**src/hw/rtl/gsia_pkg.sv**
```systemverilog
`timescale 1ns / 1ps
// gsia_pkg: widths, register indexes and datapath command codes for the survey-in accumulator.
// Used by gsia_ctrl, gsia_dp and gnss_survey_in_accumulator. No dependencies.
package gsia_pkg;

    // Field widths
    localparam int POS_W   = 37;
    localparam int N_W     = 16;
    localparam int SUM_W   = 41;
    localparam int SQ_W    = 64;
    localparam int MAG_W   = 41;
    localparam int PROD_W  = 82;
    localparam int TOT_W   = 84;
    localparam int DVSR_W  = 32;
    localparam int REM_W   = 33;
    localparam int RAD_W   = 64;
    localparam int ROOT_W  = 32;
    localparam int SREM_W  = 34;
    localparam int ACC_W   = 25;
    localparam int MOBS_W  = 16;
    localparam int MEANQ_W = 42;
    localparam int CNT_W   = 7;
    localparam int AXES    = 3;

    // Stream widths
    localparam int IN_DATA_W  = 112;
    localparam int OUT_DATA_W = 160;
    localparam int CFG_W      = 25;

    // Parameter defaults
    localparam int COUNT_MAX_DEF   = 65535;
    localparam int OFFSET_BITS_DEF = 25;

    // Register reset values
    localparam logic [MOBS_W-1:0] MIN_OBS_RST   = MOBS_W'(60);
    localparam logic [ACC_W-1:0]  ACC_LIMIT_RST = ACC_W'(20000);

    // Iteration counts (last step index)
    localparam logic [CNT_W-1:0] NSQ_LAST  = CNT_W'(N_W - 1);
    localparam logic [CNT_W-1:0] SS_LAST   = CNT_W'(MAG_W - 1);
    localparam logic [CNT_W-1:0] VAR_LAST  = CNT_W'(TOT_W - 1);
    localparam logic [CNT_W-1:0] MEAN_LAST = CNT_W'(MEANQ_W - 1);
    localparam logic [CNT_W-1:0] SQRT_LAST = CNT_W'(ROOT_W - 1);

    // Configuration register indexes
    typedef enum logic [0:0] {
        REG_MIN_OBS   = 1'b0,
        REG_ACC_LIMIT = 1'b1
    } reg_idx_t;

    // Datapath operations
    typedef enum logic [3:0] {
        OP_NONE,
        OP_SQACC,
        OP_MUL_LD_NSQ,
        OP_MUL_LD_SS,
        OP_MUL_STEP,
        OP_ACCUM,
        OP_DIV_LD_VAR,
        OP_DIV_LD_MEAN,
        OP_DIV_STEP,
        OP_SQRT_LD,
        OP_SQRT_STEP,
        OP_SQRT_END,
        OP_MEAN_END,
        OP_OUT_LOAD
    } op_t;

    typedef struct packed {
        op_t        op;
        logic [1:0] axis;
    } cmd_t;

    typedef struct packed {
        logic n_zero;
        logic n_lt2;
    } status_t;

endpackage

```
**src/hw/rtl/gsia_ctrl.sv**
```systemverilog
`timescale 1ns / 1ps
// gsia_ctrl: sequencer for the survey-in accumulator; steps the shared multiplier,
// divider and root units. Depends on gsia_pkg.
module gsia_ctrl
    import gsia_pkg::*;
(
    input  logic    clk,
    input  logic    rst_n,
    input  logic    in_valid,
    output logic    in_ready,
    output logic    out_valid,
    input  logic    out_ready,
    input  status_t status,
    output cmd_t    cmd
);

    typedef enum logic [3:0] {
        ST_IDLE,
        ST_SQACC,
        ST_NSQ_LD,
        ST_NSQ_RUN,
        ST_SS_LD,
        ST_SS_RUN,
        ST_ACCUM,
        ST_VAR_LD,
        ST_VAR_RUN,
        ST_SQRT_LD,
        ST_SQRT_RUN,
        ST_SQRT_END,
        ST_MEAN_LD,
        ST_MEAN_RUN,
        ST_MEAN_END,
        ST_FINISH
    } state_t;

    state_t           state_reg;
    logic [1:0]       axis_reg;
    logic [CNT_W-1:0] cnt_reg;
    logic             ready_reg;
    logic             out_valid_reg;
    logic             out_free;

    assign in_ready  = ready_reg;
    assign out_valid = out_valid_reg;
    assign out_free  = !out_valid_reg || out_ready;

    // Command decode
    always_comb
    begin
        cmd.axis = axis_reg;
        case (state_reg)
            ST_SQACC:    cmd.op = OP_SQACC;
            ST_NSQ_LD:   cmd.op = OP_MUL_LD_NSQ;
            ST_NSQ_RUN:  cmd.op = OP_MUL_STEP;
            ST_SS_LD:    cmd.op = OP_MUL_LD_SS;
            ST_SS_RUN:   cmd.op = OP_MUL_STEP;
            ST_ACCUM:    cmd.op = OP_ACCUM;
            ST_VAR_LD:   cmd.op = OP_DIV_LD_VAR;
            ST_VAR_RUN:  cmd.op = OP_DIV_STEP;
            ST_SQRT_LD:  cmd.op = OP_SQRT_LD;
            ST_SQRT_RUN: cmd.op = OP_SQRT_STEP;
            ST_SQRT_END: cmd.op = OP_SQRT_END;
            ST_MEAN_LD:  cmd.op = OP_DIV_LD_MEAN;
            ST_MEAN_RUN: cmd.op = OP_DIV_STEP;
            ST_MEAN_END: cmd.op = OP_MEAN_END;
            ST_FINISH:   cmd.op = out_free ? OP_OUT_LOAD : OP_NONE;
            default:     cmd.op = OP_NONE;
        endcase
    end

    // Sequencer
    always_ff @(posedge clk or negedge rst_n)
    begin
        if (!rst_n)
        begin
            state_reg     <= ST_IDLE;
            axis_reg      <= 2'd0;
            cnt_reg       <= '0;
            ready_reg     <= 1'b1;
            out_valid_reg <= 1'b0;
        end
        else
        begin
            // Result valid: set on load, cleared when taken
            if (state_reg == ST_FINISH && out_free)
                out_valid_reg <= 1'b1;
            else if (out_valid_reg && out_ready)
                out_valid_reg <= 1'b0;
            case (state_reg)
                ST_IDLE:
                begin
                    if (in_valid && ready_reg)
                    begin
                        ready_reg <= 1'b0;
                        axis_reg  <= 2'd0;
                        state_reg <= ST_SQACC;
                    end
                end
                ST_SQACC:
                begin
                    if (axis_reg == 2'd2)
                    begin
                        axis_reg  <= 2'd0;
                        state_reg <= ST_NSQ_LD;
                    end
                    else
                        axis_reg <= axis_reg + 2'd1;
                end
                ST_NSQ_LD:
                begin
                    cnt_reg   <= '0;
                    state_reg <= ST_NSQ_RUN;
                end
                ST_NSQ_RUN:
                begin
                    cnt_reg <= cnt_reg + CNT_W'(1);
                    if (cnt_reg == NSQ_LAST)
                        state_reg <= ST_SS_LD;
                end
                ST_SS_LD:
                begin
                    cnt_reg   <= '0;
                    state_reg <= ST_SS_RUN;
                end
                ST_SS_RUN:
                begin
                    cnt_reg <= cnt_reg + CNT_W'(1);
                    if (cnt_reg == SS_LAST)
                        state_reg <= ST_ACCUM;
                end
                ST_ACCUM:
                begin
                    if (axis_reg == 2'd2)
                    begin
                        axis_reg <= 2'd0;
                        if (status.n_zero)
                            state_reg <= ST_FINISH;
                        else if (status.n_lt2)
                            state_reg <= ST_MEAN_LD;
                        else
                            state_reg <= ST_VAR_LD;
                    end
                    else
                    begin
                        axis_reg  <= axis_reg + 2'd1;
                        state_reg <= ST_NSQ_LD;
                    end
                end
                ST_VAR_LD:
                begin
                    cnt_reg   <= '0;
                    state_reg <= ST_VAR_RUN;
                end
                ST_VAR_RUN:
                begin
                    cnt_reg <= cnt_reg + CNT_W'(1);
                    if (cnt_reg == VAR_LAST)
                        state_reg <= ST_SQRT_LD;
                end
                ST_SQRT_LD:
                begin
                    cnt_reg   <= '0;
                    state_reg <= ST_SQRT_RUN;
                end
                ST_SQRT_RUN:
                begin
                    cnt_reg <= cnt_reg + CNT_W'(1);
                    if (cnt_reg == SQRT_LAST)
                        state_reg <= ST_SQRT_END;
                end
                ST_SQRT_END:
                begin
                    axis_reg  <= 2'd0;
                    state_reg <= ST_MEAN_LD;
                end
                ST_MEAN_LD:
                begin
                    cnt_reg   <= '0;
                    state_reg <= ST_MEAN_RUN;
                end
                ST_MEAN_RUN:
                begin
                    cnt_reg <= cnt_reg + CNT_W'(1);
                    if (cnt_reg == MEAN_LAST)
                        state_reg <= ST_MEAN_END;
                end
                ST_MEAN_END:
                begin
                    if (axis_reg == 2'd2)
                        state_reg <= ST_FINISH;
                    else
                    begin
                        axis_reg  <= axis_reg + 2'd1;
                        state_reg <= ST_MEAN_LD;
                    end
                end
                ST_FINISH:
                begin
                    if (out_free)
                    begin
                        ready_reg <= 1'b1;
                        state_reg <= ST_IDLE;
                    end
                end
                default:
                    state_reg <= ST_IDLE;
            endcase
        end
    end

endmodule

```
**config.mk**
```make
export PLATFORM = sky130hd
export DESIGN_NAME = gsia_ctrl
export DESIGN_NICKNAME = d
export VERILOG_FILES = /design/src/hw/rtl/gsia_pkg.sv /design/src/hw/rtl/gsia_ctrl.sv
export SDC_FILE = /design/constraint.sdc
export NUM_CORES = 1
export LEC_CHECK = 0
export BUFFER_PORTS_ARGS = -buffer_cell sky130_fd_sc_hd__buf_2
export CAP_MARGIN = 20
export CORE_UTILIZATION = 35
export CTS_CLUSTER_SIZE = 40
export DETAILED_ROUTE_END_ITERATION = 7
export HOLD_SLACK_MARGIN = 0.05
export PLACE_DENSITY_LB_ADDON = 0.05
export SLEW_MARGIN = 20
export SYNTH_ARGS = -nofsm -noshare
export SYNTH_HDL_FRONTEND = slang
export SYNTH_SLANG_ARGS = --single-unit
```
**constraint.sdc**
```tcl
create_clock -name clk -period 2.45 [get_ports clk]
set_input_delay 0.245 -clock clk [delete_from_list [all_inputs] [get_ports clk]]
set_output_delay 0.245 -clock clk [all_outputs]
set_load 0.02 [all_outputs]
```
# Yosys cells after proc, flatten, opt, wreduce, memory -nomap -nowiden
# Cells that the tools add are included.
[word_totals]
reg_bits = 15
inputBits = 6
output_inout_bits = 8
elab_cells = 80
[classes]
addsub = 2
n_eq_ne = 30
muxes = 25
n_reduce_logical = 18
[op_table]
columns = ["cell", "count"]
rows = [
  ["$pmux W4 S16", 1],
  ["$pmux W4 S13", 1],
  ["$mux W4", 12],
  ["$eq A4 B4 Y1 const B", 8],
  ["$ne A2 B2 Y1 const B", 9],
  ["$eq A4 B3 Y1 const B", 4],
  ["$eq A7 B6 Y1 const B", 2],
  ["$pmux W7 S2", 1],
  ["$reduce_or A5 Y1", 2],
  ["$eq A4 B2 Y1 const B", 2],
  ["$mux W2", 4],
  ["$pmux W2 S4", 1],
  ["$reduce_and A8 Y1", 1],
  ["$add A7 B1 Y7 const B", 1],
  ["$eq A7 B4 Y1 const B", 1],
  ["$eq A7 B5 Y1 const B", 1],
  ["$eq A7 B7 Y1 const B", 1],
  ["$reduce_and A3 Y1", 2],
  ["$reduce_bool A2 Y1", 3],
  ["$reduce_or A2 Y1", 3],
  ["$eq A4 B1 Y1 const B", 1],
  ["$logic_not A4 Y1", 1],
  ["$mux W1", 4],
  ["$reduce_bool A4 Y1", 1],
  ["other kinds (6)", 8],
]

# Depth between registers and ports, before layout
[depth]
depth_word = 4
ltp_mapped = 7
mapped_depth_nobuf = 7

# Least setup slack after synthesis
# Ideal clock, no wire load.
[synth_timing]
path_type = "register to register"
from = "reg cnt_reg[0]"
to = "reg state_reg[0]"
setup_time_ns = 0.128
t_arrival_ns = 1.960
t_required_ns = 2.322
setup_slack_ns = 0.362
stages_incl_launch_ff = 8
path_buffers = 0
synth_period_minus_slack_ns = 2.088
path_cell_list = "dfrtp_1 > inv_1 > ha_1 > mux2_1 > a311oi_1 > or4_4 > nor3_4 > mux2_1"
[synth_via]
elab_chain_cells = 3
word_cells_on_any_way = 11
cone_classes = "eq/ne: 10; reduce/logical: 1"
[synth_lines]
columns = ["element", "line", "source"]
rows = [
  ["start: declaration", "gsia_ctrl.sv:38", "logic [CNT_W-1:0] cnt_reg;"],
  ["start signal: assignment", "gsia_ctrl.sv:116", "cnt_reg <= cnt_reg + CNT_W'(1);"],
  ["start signal: assignment", "gsia_ctrl.sv:127", "cnt_reg <= cnt_reg + CNT_W'(1);"],
  ["start signal: assignment", "gsia_ctrl.sv:156", "cnt_reg <= cnt_reg + CNT_W'(1);"],
  ["$eq A7 B6 Y1 (tied with other cells)", "gsia_ctrl.sv:184", "if (cnt_reg == MEAN_LAST)"],
  ["$ne A2 B2 Y1 (no source line)", "--", ""],
  ["$reduce_and A8 Y1 (no source line) (*)", "--", ""],
  ["end signal: assignment", "gsia_ctrl.sv:185", "state_reg <= ST_MEAN_END;"],
  ["end signal: assignment", "gsia_ctrl.sv:190", "state_reg <= ST_FINISH;"],
  ["end signal: assignment", "gsia_ctrl.sv:194", "state_reg <= ST_MEAN_LD;"],
  ["end: declaration", "gsia_ctrl.sv:36", "state_t state_reg;"],
]
# Every way passes the cells marked *; elsewhere a longest branch is shown, timed or not.
# A chain may end at the register's enable or synchronous reset.

# Final worst setup path
# Ends and elaborated chain as after synthesis.

==> metrics.cfg <==
[clock_network]
cts_tree=built
ctsHoldBuffers=1
cts_buffers=3
clkLatencyLatePin_ns=0.25
htree_num_levels=1
cts_resized=0
cts_setup_buffers=0
cts.sinks=15
root_buffer=clkbuf_8
cts_buffer_depth=2
path_clk_slew_ns=0.07

[floorplan]
io_pins=14
die_y_um=66.43
core_area_um2=4000
die_area_um2=4412
placementRows=23
start_util_pct=36.32
die_w_um=66.43

[power]
p_int_uw=695.1
p_leak_uw=0.0007304
p_clk_share_pct=16.5
switching_share_pct=44.91
powerDensity_nw_per_um2=750.9
vdd_drop_max_uv=446.3
seq_power_share_pct=27.4
power_frac_comb_pct=56.1
p_sw_uw=566.6

[final_layout]
multiInputGateArea_um2=973.4
final_cells=257
final.fill_count=409
largest_reg_flops=7
fin_nets=220
regArea_um2=376.6
drive_above_1_share_pct=18.36
n_antenna_cell=0
syn_to_final_growth_pct=15.68

[timing]
max-slew-margin-rel_pct=67.54
rsz0062_at_grt=false
post-route-period-util_pct=92.99
whs_ns=0.3209
setup-tns-final_ns=0
slew_violations=0
hold_viol=0
fin_crit_ns=2.278
tightest_slew_ns=0.4828
setup_ws_ns=0.1717
fmax_mhz=438.9
setup_viol=0
clock_skew_ns=0.003832

[worst_setup_path]
startpoint_type=register
endpoint_kind=register
crit_fanout=8
required_ns=2.59
arrival_ns=2.41
max_stage_delay_ns=0.57
cp_common_cell=mux2_1
slowest_stage=or4_4
crit_type=reg2reg
path_cells=inv_1 > ha_1 > mux2_1 > a311oi_1 > or4_4 > nor3_4 > mux2_1

[placement]
placed_cells=252
dp_slack_ns=0.1941
gp_routability_congestion=0.8992
port_buffers=13
dp_hpwl_mm=3.060

[synth]
syn_inst=190
yosys-top-cells-area=dfrtp_1 (24%), o21ai_0 (6.9%), nand2_1 (5.9%), ha_1 (5.2%), nor2_1 (4.1%)
synth_top_flop_cell=dfrtp_1
synth_edf_count=0
synth_commonest_cells=nand2_1 (23), o21ai_0 (20), nor2_1 (16)
yosysWarnings=0
synth_top_area_share_pct=24.12
yosysSeqAreaShare_pct=25.93
synth.distinct_cells=53
syn-num-nets=202
synth_top_area_cell=dfrtp_1
syn_area_per_cell_um2=7.645
synthArstFlopShare_pct=100.0
yosysMostFrequentCell=nand2_1
netlist_area_um2=1453
synth_seq_cells=15

[hold_path]
hp-class=in2reg

[global_routing]
grt_overflow=0
antenna_found_initial=0
grt_pass1_wl_mm=6.865
grt.total_usage_pct=20.92
grt_start_max_net_pins=19
grt_pass1_vias=1352

[detailed_routing]
wire_per_inst_um=16.04
vias=1473
drcViolationCount=0
drtIter0Drc=124
dr.pass1.iters=6
final_antenna_net_count=0
wl_mm=4.121
viasPerCell=5.732

[flow_run]
drv_cap=0

[status]
status=finished, final reports clean

## metal layers
metal / track usage, % / part of all wire [%] / vias up
li1: - / - / 729
met1: 29.90 / 47 / 698
met2: 31.76 / 46 / 38
met3: 3.448 / 5.4 / 8
met4: 6.383 / 1.6 / 0
met5: 0 / 0 / -
## worst paths after layout
path / startpoint / to / slack (ns) / cells after the start
worst min-delay path: in_valid / in_ready$_DFFE_PN1P_ / 0.32 / 4
worst max register to register: cnt_reg[0]$_DFFE_PN0P_ / state_reg[0]$_DFFE_PN0P_ / 0.17 / 7
worst max-delay path: cnt_reg[0]$_DFFE_PN0P_ / state_reg[0]$_DFFE_PN0P_ / 0.17 / 7
min in group asynchronous: rst_n / state_reg[3]$_DFFE_PN0P_ / 0.44 / 2
worst min register to register: in_ready$_DFFE_PN1P_ / in_ready$_DFFE_PN1P_ / 0.52 / 2
max in group asynchronous: rst_n / in_ready$_DFFE_PN1P_ / 1.70 / 2
## worst max-delay path, delay by kind of cell (launching register included)
kind / cells / cell delay (ns)
buffers and inverters: 1 / 0.15
adders and majority gates: 1 / 0.16
AOI/OAI and AO/OA: 1 / 0.09
DFF: 1 / 0.47
and+or+nand+nor: 2 / 0.83
muxes: 2 / 0.46
## per-stage QoR
step	total power [uW]	util (%)	cell area, um2
3_3_place_gp	1036	40.60	1624
4_1_cts	1269	42.01	1680
2_1_floorplan	839.0	-	1453
3_5_place_dp	1049	40.60	1624
6_report	1262	42.01	1680
5_1_grt	1362	42.01	1680
## cells in the final DEF, fill, tap and decap left out, drive strengths merged, types with 2 or more instances in the layout
| cell | netlist | routed |
|---|---|---|
| nor3 | 3 | 3 |
| inv | 9 | 9 |
| nand3 | 6 | 6 |
| o21ai | 20 | 20 |
| xnor2 | 3 | 3 |
| a311oi | 3 | 3 |
| nor4 | 3 | 3 |
| ha | 6 | 6 |
| a2bb2oi | 2 | 2 |
| mux2i | 4 | 4 |
| nand2b | 3 | 3 |
| a22oi | 4 | 4 |
| o31ai | 4 | 4 |
| or4 | 2 | 2 |
| dfrtp | 14 | 14 |
| o211ai | 6 | 6 |
| nor3b | 3 | 3 |
| a21oi | 10 | 10 |
| a32oi | 2 | 2 |
| mux2 | 3 | 3 |
| nor2b | 2 | 2 |
| buf | 7 | 28 |
| nand2 | 23 | 23 |
| nor2 | 16 | 16 |
| clkbuf | 9 | 3 |
| a211oi | 2 | 2 |
| o221ai | 2 | 2 |
## final cells by class
type                       count  share of cell area (%)
multi-input combinational    150                   57.93
sequential                    15                   22.41
timing repair buffer          29                   11.17
tap                           50                   3.723
clock buffer                   3                   2.457
inverter                       9                   2.010
clock inverter                 1                  0.2978
## cells by family (layout without fill, tap and decap cells)
group                    after synthesis  count (layout)  share of synthesized area, %
XOR/XNOR                               4               4                         2.412
AO/OA/AOI/OAI                         65              65                         29.55
adder cells (fa/ha/maj)                6               6                         5.168
buffers and inverters                 25              42                         7.062
flip-flops                            15              15                         25.93
AND/OR/NAND/NOR                       68              68                         24.81
multiplexers                           7               7                         5.082
## power by group through the flow
stage	logic [uW]	registers (uW)	clock network [uW]
2_1_floorplan	510	329	0
3_3_place_gp	687	349	0
3_5_place_dp	699	350	0
4_1_cts	704	345	221
5_1_grt	782	354	226
6_report	707	346	209
Note: power is estimated with default switching activity, not from simulation.
